<file path="config.mk">
export PLATFORM = sky130hd
export DESIGN_NAME = distance_vector_route_table_unit
export DESIGN_NICKNAME = d
export VERILOG_FILES = /design/src/rtl/dvrt_pkg.sv /design/src/rtl/distance_vector_route_table_unit.sv
export SDC_FILE = /design/constraint.sdc
export NUM_CORES = 2
export LEC_CHECK = 0
export ABC_AREA = 0
export BUFFER_PORTS_ARGS = -buffer_cell sky130_fd_sc_hd__buf_4
export CORE_ASPECT_RATIO = 0.5
export CORE_UTILIZATION = 50
export CTS_BUF_LIST = sky130_fd_sc_hd__clkbuf_8 sky130_fd_sc_hd__clkbuf_16
export CTS_CLUSTER_DIAMETER = 200
export CTS_CLUSTER_SIZE = 25
export DETAILED_ROUTE_END_ITERATION = 10
export GPL_ROUTABILITY_DRIVEN = 0
export HOLD_SLACK_MARGIN = 0.08
export PLACE_DENSITY = 0.69
export SLEW_MARGIN = 10
export SYNTH_ARGS = -nofsm -noshare
export SYNTH_HDL_FRONTEND = slang
export SYNTH_SLANG_ARGS = --single-unit
</file>
<file path="constraint.sdc">
create_clock -name clk -period 10.08 [get_ports clk]
set_input_delay 1.008 -clock clk [delete_from_list [all_inputs] [get_ports clk]]
set_output_delay 1.008 -clock clk [all_outputs]
set_load 0.01 [all_outputs]
</file>
<file path="src/rtl/dvrt_pkg.sv">
// Shared constants for the distance-vector route table.
package dvrt_pkg;

    localparam int ADDR_W      = 32;
    localparam int COST_W      = 16;
    localparam int TTL_W       = 16;
    localparam int CFG_IDX_W   = 2;
    localparam int CFG_DATA_W  = 16;
    localparam int DEPTH_DEF   = 16;
    localparam int MAX_RESULTS = 16;

    localparam logic [1:0] FUNC_ADV     = 2'd0;
    localparam logic [1:0] FUNC_TICK    = 2'd1;
    localparam logic [1:0] FUNC_INSTALL = 2'd2;

    localparam logic [CFG_IDX_W-1:0] CFG_TTL_RELOAD = 2'd0;
    localparam logic [CFG_IDX_W-1:0] CFG_INFINITY   = 2'd1;
    localparam logic [CFG_IDX_W-1:0] CFG_TICK       = 2'd2;

endpackage

</file>
<file path="src/rtl/distance_vector_route_table_unit.sv">
// Distance-vector route table: a sequencer over one table memory.
//
// Input channel (in_valid/in_ready) takes one item: an advertised entry, a
// tick or an install. Output channel (out_valid/out_ready) carries dumped
// table entries, valid slots in slot order up to MAX_RESULTS, out_last on the final one.
// Configuration writes go through cfg_we/cfg_index/cfg_data; the user must make them while idle, unenforced.
//
// Every item walks the table memory one slot per cycle, a dump only while
// the output is free, over its single registered read port. An install or
// an advertisement is one search sweep, then at most one write; after a
// last_entry advertisement a dump follows if the batch changed the table.
// A tick sweeps, ages and writes back valid nonzero-cost slots, then dumps.
// One item is in work at a time; in_ready is high only when idle.
//
// Reset clears all valid bits, the changed flag and the configuration
// registers to their defaults; the memory contents need no clearing.
// When the receiver stalls, the output register holds its entry and the
// dump sweep waits.
module distance_vector_route_table_unit #(
    parameter int TABLE_DEPTH = dvrt_pkg::DEPTH_DEF
) (
    input  logic                                clk,
    input  logic                                rst_n,
    input  logic                                in_valid,
    output logic                                in_ready,
    input  logic [1:0]                          func,
    input  logic [dvrt_pkg::ADDR_W-1:0]         dest_addr,
    input  logic [dvrt_pkg::ADDR_W-1:0]         sender_addr,
    input  logic [dvrt_pkg::COST_W-1:0]         adv_cost,
    input  logic                                last_entry,
    output logic                                out_valid,
    input  logic                                out_ready,
    output logic [dvrt_pkg::ADDR_W-1:0]         out_addr,
    output logic [dvrt_pkg::COST_W-1:0]         out_cost,
    output logic                                out_last,
    input  logic                                cfg_we,
    input  logic [dvrt_pkg::CFG_IDX_W-1:0]      cfg_index,
    input  logic [dvrt_pkg::CFG_DATA_W-1:0]     cfg_data
);
    import dvrt_pkg::*;

    localparam int IW = $clog2(TABLE_DEPTH);
    localparam int CW = $clog2(TABLE_DEPTH + 1);
    localparam int NW = $clog2(MAX_RESULTS + 1);

    typedef struct packed {
        logic [ADDR_W-1:0] dest;
        logic [COST_W-1:0] cost;
        logic [ADDR_W-1:0] hop;
        logic [TTL_W-1:0]  ttl;
    } entry_t;

    typedef enum logic [2:0] {
        S_IDLE, S_SEARCH, S_APPLY, S_TICK, S_DUMP, S_DRAIN
    } state_t;

    entry_t mem [TABLE_DEPTH];
    entry_t rd_data_reg;
    logic [IW-1:0] rd_addr;
    logic          wr_en;
    logic [IW-1:0] wr_addr;
    entry_t        wr_data;

    always_ff @(posedge clk)
    begin
        if (wr_en)
        begin
            mem[wr_addr] <= wr_data;
        end
        rd_data_reg <= mem[rd_addr];
    end

    state_t state_reg;
    logic [TABLE_DEPTH-1:0] valid_reg;
    logic changed_reg;
    logic [COST_W-1:0] ttl_reload_reg, inf_reg, period_reg;
    logic [1:0] func_reg;
    logic [ADDR_W-1:0] dest_reg, sender_reg;
    logic [COST_W-1:0] cost_reg;
    logic last_reg;
    logic [CW-1:0] cnt_reg;     // read address issued
    logic          pend_reg;    // read data valid this cycle
    logic [IW-1:0] pidx_reg;    // slot of pending read
    logic d_hit_reg, s_hit_reg, free_hit_reg;
    logic [IW-1:0] d_idx_reg, free_idx_reg;
    logic [COST_W-1:0] d_cost_reg, s_cost_reg;
    logic [NW-1:0] n_reg;
    logic out_valid_reg, out_last_reg;
    logic [ADDR_W-1:0] out_addr_reg;
    logic [COST_W-1:0] out_cost_reg;

    // remaining valid slots after index, for out_last
    logic [TABLE_DEPTH-1:0] later_mask;
    logic any_later;
    always_comb
    begin
        for (int i = 0; i < TABLE_DEPTH; i++)
        begin
            later_mask[i] = (i > int'(pidx_reg)) && valid_reg[i];
        end
        any_later = |later_mask;
    end

    logic [COST_W:0] sum;
    logic [COST_W-1:0] sat;
    assign sum = {1'b0, cost_reg} + {1'b0, s_cost_reg};
    assign sat = (sum > {1'b0, inf_reg}) ? inf_reg : sum[COST_W-1:0];

    logic [TTL_W-1:0] aged;
    assign aged = (rd_data_reg.ttl > period_reg) ? rd_data_reg.ttl - period_reg : '0;

    logic out_free;
    assign out_free = !out_valid_reg || out_ready;
    logic rd_done;
    assign rd_done = (cnt_reg == CW'(TABLE_DEPTH));
    logic out_load;
    assign out_load = (state_reg == S_DUMP) && pend_reg && out_free
                      && valid_reg[pidx_reg] && (n_reg != NW'(MAX_RESULTS));

    always_comb
    begin
        rd_addr = cnt_reg[IW-1:0];
        if (state_reg == S_DUMP && pend_reg && !out_free)
        begin
            rd_addr = pidx_reg;
        end
        wr_en   = 1'b0;
        wr_addr = pidx_reg;
        wr_data = rd_data_reg;
        if (state_reg == S_APPLY)
        begin
            wr_en = 1'b1;
            wr_addr = d_idx_reg;
            wr_data.dest = dest_reg;
            wr_data.hop = sender_reg;
            wr_data.ttl = ttl_reload_reg;
            wr_data.cost = (func_reg == FUNC_INSTALL) ? cost_reg : sat;
            if (func_reg == FUNC_INSTALL && !d_hit_reg)
            begin
                wr_addr = free_idx_reg;
            end
            if (func_reg == FUNC_INSTALL && !d_hit_reg && !free_hit_reg)
            begin
                wr_en = 1'b0;
            end
            if (func_reg == FUNC_ADV && !(d_hit_reg && s_hit_reg && sat < d_cost_reg))
            begin
                wr_en = 1'b0;
            end
        end
        else if (state_reg == S_TICK && pend_reg && valid_reg[pidx_reg]
                 && rd_data_reg.cost != '0)
        begin
            wr_en = 1'b1;
            wr_data.ttl = aged;
            if (aged == '0)
            begin
                wr_data.cost = inf_reg;
            end
        end
    end

    always_ff @(posedge clk or negedge rst_n)
    begin
        if (!rst_n)
        begin
            state_reg <= S_IDLE;
            valid_reg <= '0;
            changed_reg <= 1'b0;
            ttl_reload_reg <= 16'd90;
            inf_reg <= 16'd65535;
            period_reg <= 16'd30;
            out_valid_reg <= 1'b0;
            pend_reg <= 1'b0;
            cnt_reg <= '0;
        end
        else
        begin
            if (cfg_we)
            begin
                unique case (cfg_index)
                    CFG_TTL_RELOAD: ttl_reload_reg <= cfg_data;
                    CFG_INFINITY:   inf_reg <= cfg_data;
                    CFG_TICK:       period_reg <= cfg_data;
                    default: ;
                endcase
            end
            if (out_valid_reg && out_ready && !out_load)
            begin
                out_valid_reg <= 1'b0;
            end
            unique case (state_reg)
                S_IDLE:
                begin
                    if (in_valid)
                    begin
                        func_reg <= func;
                        dest_reg <= dest_addr;
                        sender_reg <= sender_addr;
                        cost_reg <= adv_cost;
                        last_reg <= last_entry;
                        cnt_reg <= '0;
                        pend_reg <= 1'b0;
                        d_hit_reg <= 1'b0;
                        s_hit_reg <= 1'b0;
                        free_hit_reg <= 1'b0;
                        n_reg <= '0;
                        if (func == FUNC_TICK)
                        begin
                            state_reg <= S_TICK;
                        end
                        else if (func == FUNC_ADV || func == FUNC_INSTALL)
                        begin
                            state_reg <= S_SEARCH;
                        end
                    end
                end
                S_SEARCH:
                begin
                    if (!rd_done)
                    begin
                        cnt_reg <= cnt_reg + 1'b1;
                    end
                    pend_reg <= !rd_done;
                    pidx_reg <= cnt_reg[IW-1:0];
                    if (pend_reg)
                    begin
                        if (valid_reg[pidx_reg] && rd_data_reg.dest == dest_reg
                            && !d_hit_reg)
                        begin
                            d_hit_reg <= 1'b1;
                            d_idx_reg <= pidx_reg;
                            d_cost_reg <= rd_data_reg.cost;
                        end
                        if (valid_reg[pidx_reg] && rd_data_reg.dest == sender_reg
                            && !s_hit_reg)
                        begin
                            s_hit_reg <= 1'b1;
                            s_cost_reg <= rd_data_reg.cost;
                        end
                        if (!valid_reg[pidx_reg] && !free_hit_reg)
                        begin
                            free_hit_reg <= 1'b1;
                            free_idx_reg <= pidx_reg;
                        end
                    end
                    if (rd_done && !pend_reg)
                    begin
                        state_reg <= S_APPLY;
                    end
                end
                S_APPLY:
                begin
                    cnt_reg <= '0;
                    pend_reg <= 1'b0;
                    if (func_reg == FUNC_INSTALL)
                    begin
                        if (wr_en)
                        begin
                            valid_reg[wr_addr] <= 1'b1;
                        end
                        state_reg <= S_IDLE;
                    end
                    else if (last_reg)
                    begin
                        changed_reg <= 1'b0;
                        state_reg <= (changed_reg || wr_en) ? S_DUMP : S_IDLE;
                    end
                    else
                    begin
                        if (wr_en)
                        begin
                            changed_reg <= 1'b1;
                        end
                        state_reg <= S_IDLE;
                    end
                end
                S_TICK:
                begin
                    if (!rd_done)
                    begin
                        cnt_reg <= cnt_reg + 1'b1;
                    end
                    pend_reg <= !rd_done;
                    pidx_reg <= cnt_reg[IW-1:0];
                    if (rd_done && !pend_reg)
                    begin
                        cnt_reg <= '0;
                        state_reg <= S_DUMP;
                    end
                end
                S_DUMP:
                begin
                    if (out_free || !pend_reg)
                    begin
                        if (!rd_done)
                        begin
                            cnt_reg <= cnt_reg + 1'b1;
                        end
                        pend_reg <= !rd_done;
                        pidx_reg <= cnt_reg[IW-1:0];
                        if (out_load)
                        begin
                            out_valid_reg <= 1'b1;
                            out_addr_reg <= rd_data_reg.dest;
                            out_cost_reg <= rd_data_reg.cost;
                            out_last_reg <= !any_later
                                || (n_reg == NW'(MAX_RESULTS - 1));
                            n_reg <= n_reg + 1'b1;
                        end
                        if (rd_done && !pend_reg)
                        begin
                            state_reg <= S_DRAIN;
                        end
                    end
                end
                S_DRAIN:
                begin
                    if (out_free)
                    begin
                        state_reg <= S_IDLE;
                    end
                end
                default: state_reg <= S_IDLE;
            endcase
        end
    end

    assign in_ready  = (state_reg == S_IDLE);
    assign out_valid = out_valid_reg;
    assign out_addr  = out_addr_reg;
    assign out_cost  = out_cost_reg;
    assign out_last  = out_last_reg;

    a_ready_idle: assert property (@(posedge clk) disable iff (!rst_n)
        in_ready |-> !out_valid || state_reg == S_IDLE)
        else $error("ready outside idle");
    a_no_out_search: assert property (@(posedge clk) disable iff (!rst_n)
        state_reg == S_SEARCH |-> !out_valid)
        else $error("output during search");
    a_install_no_change: assert property (@(posedge clk) disable iff (!rst_n)
        (state_reg == S_APPLY && func_reg == FUNC_INSTALL)
        |=> $stable(changed_reg))
        else $error("install touched changed flag");
    a_stall_hold: assert property (@(posedge clk) disable iff (!rst_n)
        (out_valid && !out_ready) |=> out_valid && $stable(out_addr))
        else $error("output lost under stall");
endmodule
</file>
After elaboration in Yosys (flattened, before gate mapping)
Memory sizes are Yosys's and may differ from the RTL's. A register that Yosys moved wholly into a read port is not among the register bits.
Index checks and enable logic that the tools add are counted.
{"block": "op_classes", "add_sub_neg": 4, "n_lt_le_gt_ge": 21, "eq_ne": 27, "mux": 63, "n_bitwise": 2, "n_reduce_logical": 85}
{"operator": "$mux 16", "count": 8}
{"operator": "$eq 32x32->1", "count": 2}
{"operator": "$mux 32", "count": 2}
{"operator": "$logic_and 1x1->1", "count": 37}
{"operator": "$mux 3", "count": 11}
{"operator": "$gt 4x4->1 const A", "count": 8}
{"operator": "$mux 5", "count": 6}
{"operator": "$pmux 5 s5", "count": 1}
{"operator": "$mux 1", "count": 22}
{"operator": "$reduce_and 5->1", "count": 4}
{"operator": "$pmux 3 s6", "count": 1}
{"operator": "$reduce_and 3->1", "count": 6}
{"operator": "$add 16x16->17", "count": 1}
{"operator": "$gt 17x16->1", "count": 1}
{"operator": "$gt 16x16->1", "count": 1}
{"operator": "$gt 3x4->1 const A", "count": 4}
{"operator": "$logic_not 16->1", "count": 1}
{"operator": "$lt 16x16->1", "count": 1}
{"operator": "$mux 4", "count": 4}
{"operator": "$ne 2x2->1 const B", "count": 8}
{"operator": "$or 16x16->16", "count": 1}
{"operator": "$reduce_and 4->1", "count": 4}
{"operator": "$reduce_bool 16->1", "count": 1}
{"operator": "$sub 16x16->16", "count": 1}
{"operator": "33 further kinds", "count": 66}
{"block": "totals", "ff_bits": 259, "ramBits": 1536, "out_inout_bits": 51, "word_cells": 229, "mem_count": 1}
{"name": "mem", "words": 16, "width": 96, "rd": 1, "rd_ports_with_merged_regs": 1, "write_ports": 1, "line_no": "distance_vector_route_table_unit.sv:57", "rtl": "entry_t mem [TABLE_DEPTH];"}

Longest topological paths before layout
{"block": "logic_depth", "depth_word": 14, "mapped_depth": 28, "mapped_depth_nobuf": 26}

Worst setup path before layout
No wires, ideal clock.
{"block": "synth_timing", "path_kind": "register to register", "startpoint": "register cost_reg[1]", "endpoint": "memory mem[8][0] (netlist name), enable pin", "arrival_time_ns": 9.450, "required_ns": 9.515, "setup_slack_ns": 0.065, "stages_incl_launch_ff": 27, "path_buffers": 2, "period_less_slack_ns": 10.015, "cell_sequence": "edfxtp_1 ha_1 a21oi_1 o211ai_1 o21ai_0 a21oi_1 or4b_2 o2111ai_1 ha_1 nand4_1 nor2_1 a211o_1 o31a_1 a211o_1 buf_2 mux2_2 ha_1 a21o_1 a21oi_1 nor2b_1 o21ai_0 nand2b_1 a21oi_1 o21a_1 a21oi_2 buf_6 nor3_1"}
{"block": "synth_via", "elab_chain_cells": 11}
{"item": "start, declared", "line_no": "distance_vector_route_table_unit.sv:79", "rtl": "logic [COST_W-1:0] cost_reg;"}
{"item": "start signal, assigned", "line_no": "distance_vector_route_table_unit.sv:200", "rtl": "cost_reg <= adv_cost;"}
{"item": "$add 16x16->17 *", "line_no": "distance_vector_route_table_unit.sv:106", "rtl": "assign sum = {1'b0, cost_reg} + {1'b0, s_cost_reg};"}
{"item": "$gt 17x16->1", "line_no": "distance_vector_route_table_unit.sv:107", "rtl": "assign sat = (sum > {1'b0, inf_reg}) ? inf_reg : sum[COST_W-1:0];"}
{"item": "$mux 16 *", "line_no": "distance_vector_route_table_unit.sv:107"}
{"item": "$lt 16x16->1 *", "line_no": "distance_vector_route_table_unit.sv:146", "rtl": "if (func_reg == FUNC_ADV && !(d_hit_reg && s_hit_reg && sat < d_cost_reg))"}
{"item": "$logic_and 1x1->1 *", "line_no": "distance_vector_route_table_unit.sv:146"}
{"item": "$logic_not 1->1 *", "line_no": "distance_vector_route_table_unit.sv:146"}
{"item": "$logic_and 1x1->1 *", "line_no": "distance_vector_route_table_unit.sv:146"}
{"item": "$mux 1 *", "line_no": "distance_vector_route_table_unit.sv:146"}
{"item": "$mux 1 *", "line_no": "distance_vector_route_table_unit.sv:130", "rtl": "if (state_reg == S_APPLY)"}
{"item": "$mux 1 *", "line_no": "distance_vector_route_table_unit.sv:66", "rtl": "if (wr_en)"}
{"item": "$mux 1 (not written as such) *", "line_no": "distance_vector_route_table_unit.sv:68", "rtl": "mem[wr_addr] <= wr_data;"}
{"item": "end, declared", "line_no": "distance_vector_route_table_unit.sv:57"}
Every way passes the cells marked *; elsewhere a longest branch is shown, timed or not.

Worst setup path after layout
{"block": "layout_timing", "startpoint": "register cost_reg[0]", "endpoint": "memory mem[6][95] (netlist name), enable pin"}
Same word-level chain as after synthesis.

==> results.sh <==
export IMPL_outcome="finished, final reports clean"
export IMPL_tritoncts="built"
export IMPL_final_core_util_pct=55.3
export IMPL_numCtsBuffers=59
export IMPL_synth_main_ff_cell="edfxtp_1"
export IMPL_yosysWarningCount=0
export IMPL_initial_core_util_pct=50.9
export IMPL_grt_pass1_vias=27752
export IMPL_p_clk_share_pct=18.6
export IMPL_fin_cells=4627
export IMPL_power_leakage_nw=19.5
export IMPL_irDropWorstVdd_v=0.000334
export IMPL_netlist_instances=3023
export IMPL_cts_resized=0
export IMPL_drtPass1Iterations=5
export IMPL_pre_cts_ws_ns=2.35
export IMPL_num_vias=28441
export IMPL_synthTopCellsByArea="edfxtp_1 (67%), mux4_2 (11%), dfxtp_1 (2.4%)"
export IMPL_synthTopCellsByCount="edfxtp_1 (1,208), nand2_1 (300), mux4_2 (261)"
export IMPL_slew_viol_final=0
export IMPL_cp_arrival_ns=8.11
export IMPL_final_setup_worst_slack_ns=2.28
export IMPL_end_kind="flop"
export IMPL_synth_seq_area_share_pct=73.1
export IMPL_core_rowCount=84
export IMPL_finalWirelength_mm=126
export IMPL_synth_top_cell_area_share_pct=67.2
export IMPL_setup_viol=0
export IMPL_relSlewSlack_pct=9.84
export IMPL_coreArea_um2=106000
export IMPL_pin_count=157
export IMPL_p_comb_share_pct=30.2
export IMPL_yosysUniqueCellTypes=73
export IMPL_power_density_nw_per_um2=251
export IMPL_avgSynthCellArea_um2=17.9
export IMPL_crit_buf_inv=3
export IMPL_dp_cells=4515
export IMPL_drive_above_1_share_pct=20.8
export IMPL_finalPower_mw=14.7
export IMPL_clock_sinks=1347
export IMPL_crit_family="compound AO/OA/AOI/OAI gates"
export IMPL_drt_initial_drc_count=3371
export IMPL_clockBufferDepth=3
export IMPL_routed_via_density=6.15
export IMPL_port_buffer_count=156
export IMPL_synth_edf_count=1208
export IMPL_layout_nets=3334
export IMPL_cp_max_fo=39
export IMPL_period_share_pct=77.3
export IMPL_max_freq_ghz=0.128
export IMPL_die_h_um=234
export IMPL_synth_top_area_cell="edfxtp_1"
export IMPL_seqPwrFrac_pct=51.2
export IMPL_yosys_cell_count_top_type="edfxtp_1"
export IMPL_synthToLayoutAreaGrowth_pct=8.66
export IMPL_antenna_cells=0
export IMPL_holdCritPathClass="in2async"
export IMPL_grt_max_degree=140
export IMPL_power_switching_mw=4.77
export IMPL_switching_share_pct=32.5
export IMPL_period_minus_slack_ns=7.80
export IMPL_insertion_delay_ns=0.69
export IMPL_largest_reg_flops=1024
export IMPL_grt_pass1_wl_mm=185
export IMPL_async_reset_ff_share_pct=5.57
export IMPL_synthesis_nets=3199
export IMPL_drt_wirelength_per_cell_um=27.3
export IMPL_cp_slowest_stage_delay_ns=0.68
export IMPL_clockRootBuffer="clkbuf_16"
export IMPL_placed_area_um2=57000
export IMPL_fin_setup_tns_ns=0
export IMPL_drcViolationCount=0
export IMPL_crit_slowest_cell="buf_4"
export IMPL_cap_viol_max_count=0
export IMPL_rsz0062_at_grt="no"
export IMPL_finalInstanceArea_um2=58700
export IMPL_cts_clk_slew_worst_paths_ns=0.11
export IMPL_synthesis_area_um2=54000
export IMPL_htreeDepth=2
export IMPL_gr_total_overflow=0
export IMPL_post_cts_repair_setup_buffers=0
export IMPL_skew_ns=0.0256
export IMPL_synth_seq_cells=1347
export IMPL_worst_setup_path_type="reg2reg"
export IMPL_whs_ns=0.308
export IMPL_hold_buffers=0
export IMPL_die_area_um2=109000
export IMPL_finalHoldViolCount=0
export IMPL_ant_nets=0
export IMPL_antenna_found_initial=0
export IMPL_crit_required_ns=10.40
export IMPL_p_int_mw=9.93
export IMPL_die_w_um=467
export IMPL_worst_pin_slew_ns=1.35
export IMPL_track_usage_pct=23.1
export IMPL_start_kind="flop"
export IMPL_dp_hpwl_mm=76.7
[worst register-to-register path, delay by kind of cell (launching register included)]
family / cells / cell delay (ns)
AO/OA/AOI/OAI: 14 / 3.18
buffers and inverters: 3 / 1.41
AND/OR/NAND/NOR: 5 / 0.56
multiplexers: 1 / 0.40
adder cells (fa/ha/maj): 4 / 1.26
flip-flops: 1 / 0.42
XOR/XNOR: 1 / 0.18
[metal layers]
layer  up-vias  routed length [um]  global-route usage, %
met5         -                   0                      0
met4         0                2400                   4.80
met3       116               11200                   4.24
met2      1254               57100                   35.2
met1     14916               55600                   35.0
li1      12155                   -                      -
[worst paths after layout]
kind	from	to	slack (ns)	cells past startpoint
min in group clk	dest_addr[5]	dest_reg[5]	0.49	1
max in group asynchronous	rst_n	ttl_reload_reg[6]	8.80	2
worst min register to register	valid_reg[0]	valid_reg[0]	0.50	1
worst min-delay path	rst_n	cnt_reg[4]	0.31	1
worst max register to register	cost_reg[0]	mem[6][95]	2.28	28
worst max-delay path	cost_reg[0]	mem[6][95]	2.28	28
[area by class of cell]
| type | count | area (um2) |
|---|---|---|
| repair buffers | 215 | 1670 |
| multi-input cells | 1463 | 13800 |
| clock inverters | 52 | 221 |
| fillers | 7968 | 47400 |
| clock buffers | 59 | 1480 |
| inverters | 72 | 270 |
| flip-flops and latches | 1347 | 39500 |
| well taps | 1419 | 1780 |
[power groups by stage]
stage	clock network, mW	logic (mW)	registers [mW]
floorplan	0	3.16	7.41
global placement	0	4.34	7.63
detailed placement	0	4.42	7.64
CTS	2.79	4.43	7.52
global route	2.97	4.79	7.55
finish	2.74	4.44	7.52
[cell usage in the layout, fill, tap and decap left out, types with 17 or more instances in the layout]
cell type and n:
a211o_1 17, a211oi_1 80, a21oi_1 63, a31oi_1 72, and2_1 67, buf_4 210, clkbuf_16 59, dfrtp_1 51
dfstp_2 24, dfxtp_1 64, edfxtp_1 1208, ha_1 68, inv_1 121, mux2_2 61, mux4_2 261, nand2_1 299
nand3_1 22, nand4_1 26, nor2_1 97, o21ai_0 47, o21bai_1 17, xnor2_1 81
[logic make-up after synthesis]
| logic type | after synthesis | share of synthesized area (%) |
|---|---|---|
| DFF | 1347 | 73.1 |
| buffers and inverters | 213 | 1.68 |
| xor gates and xnor gates | 89 | 1.44 |
| AOI/OAI and AO/OA | 376 | 4.73 |
| and+or+nand+nor | 596 | 5.05 |
| adders and majority gates | 70 | 1.65 |
| muxes | 332 | 12.4 |
Power figures use the tool's default switching activity.
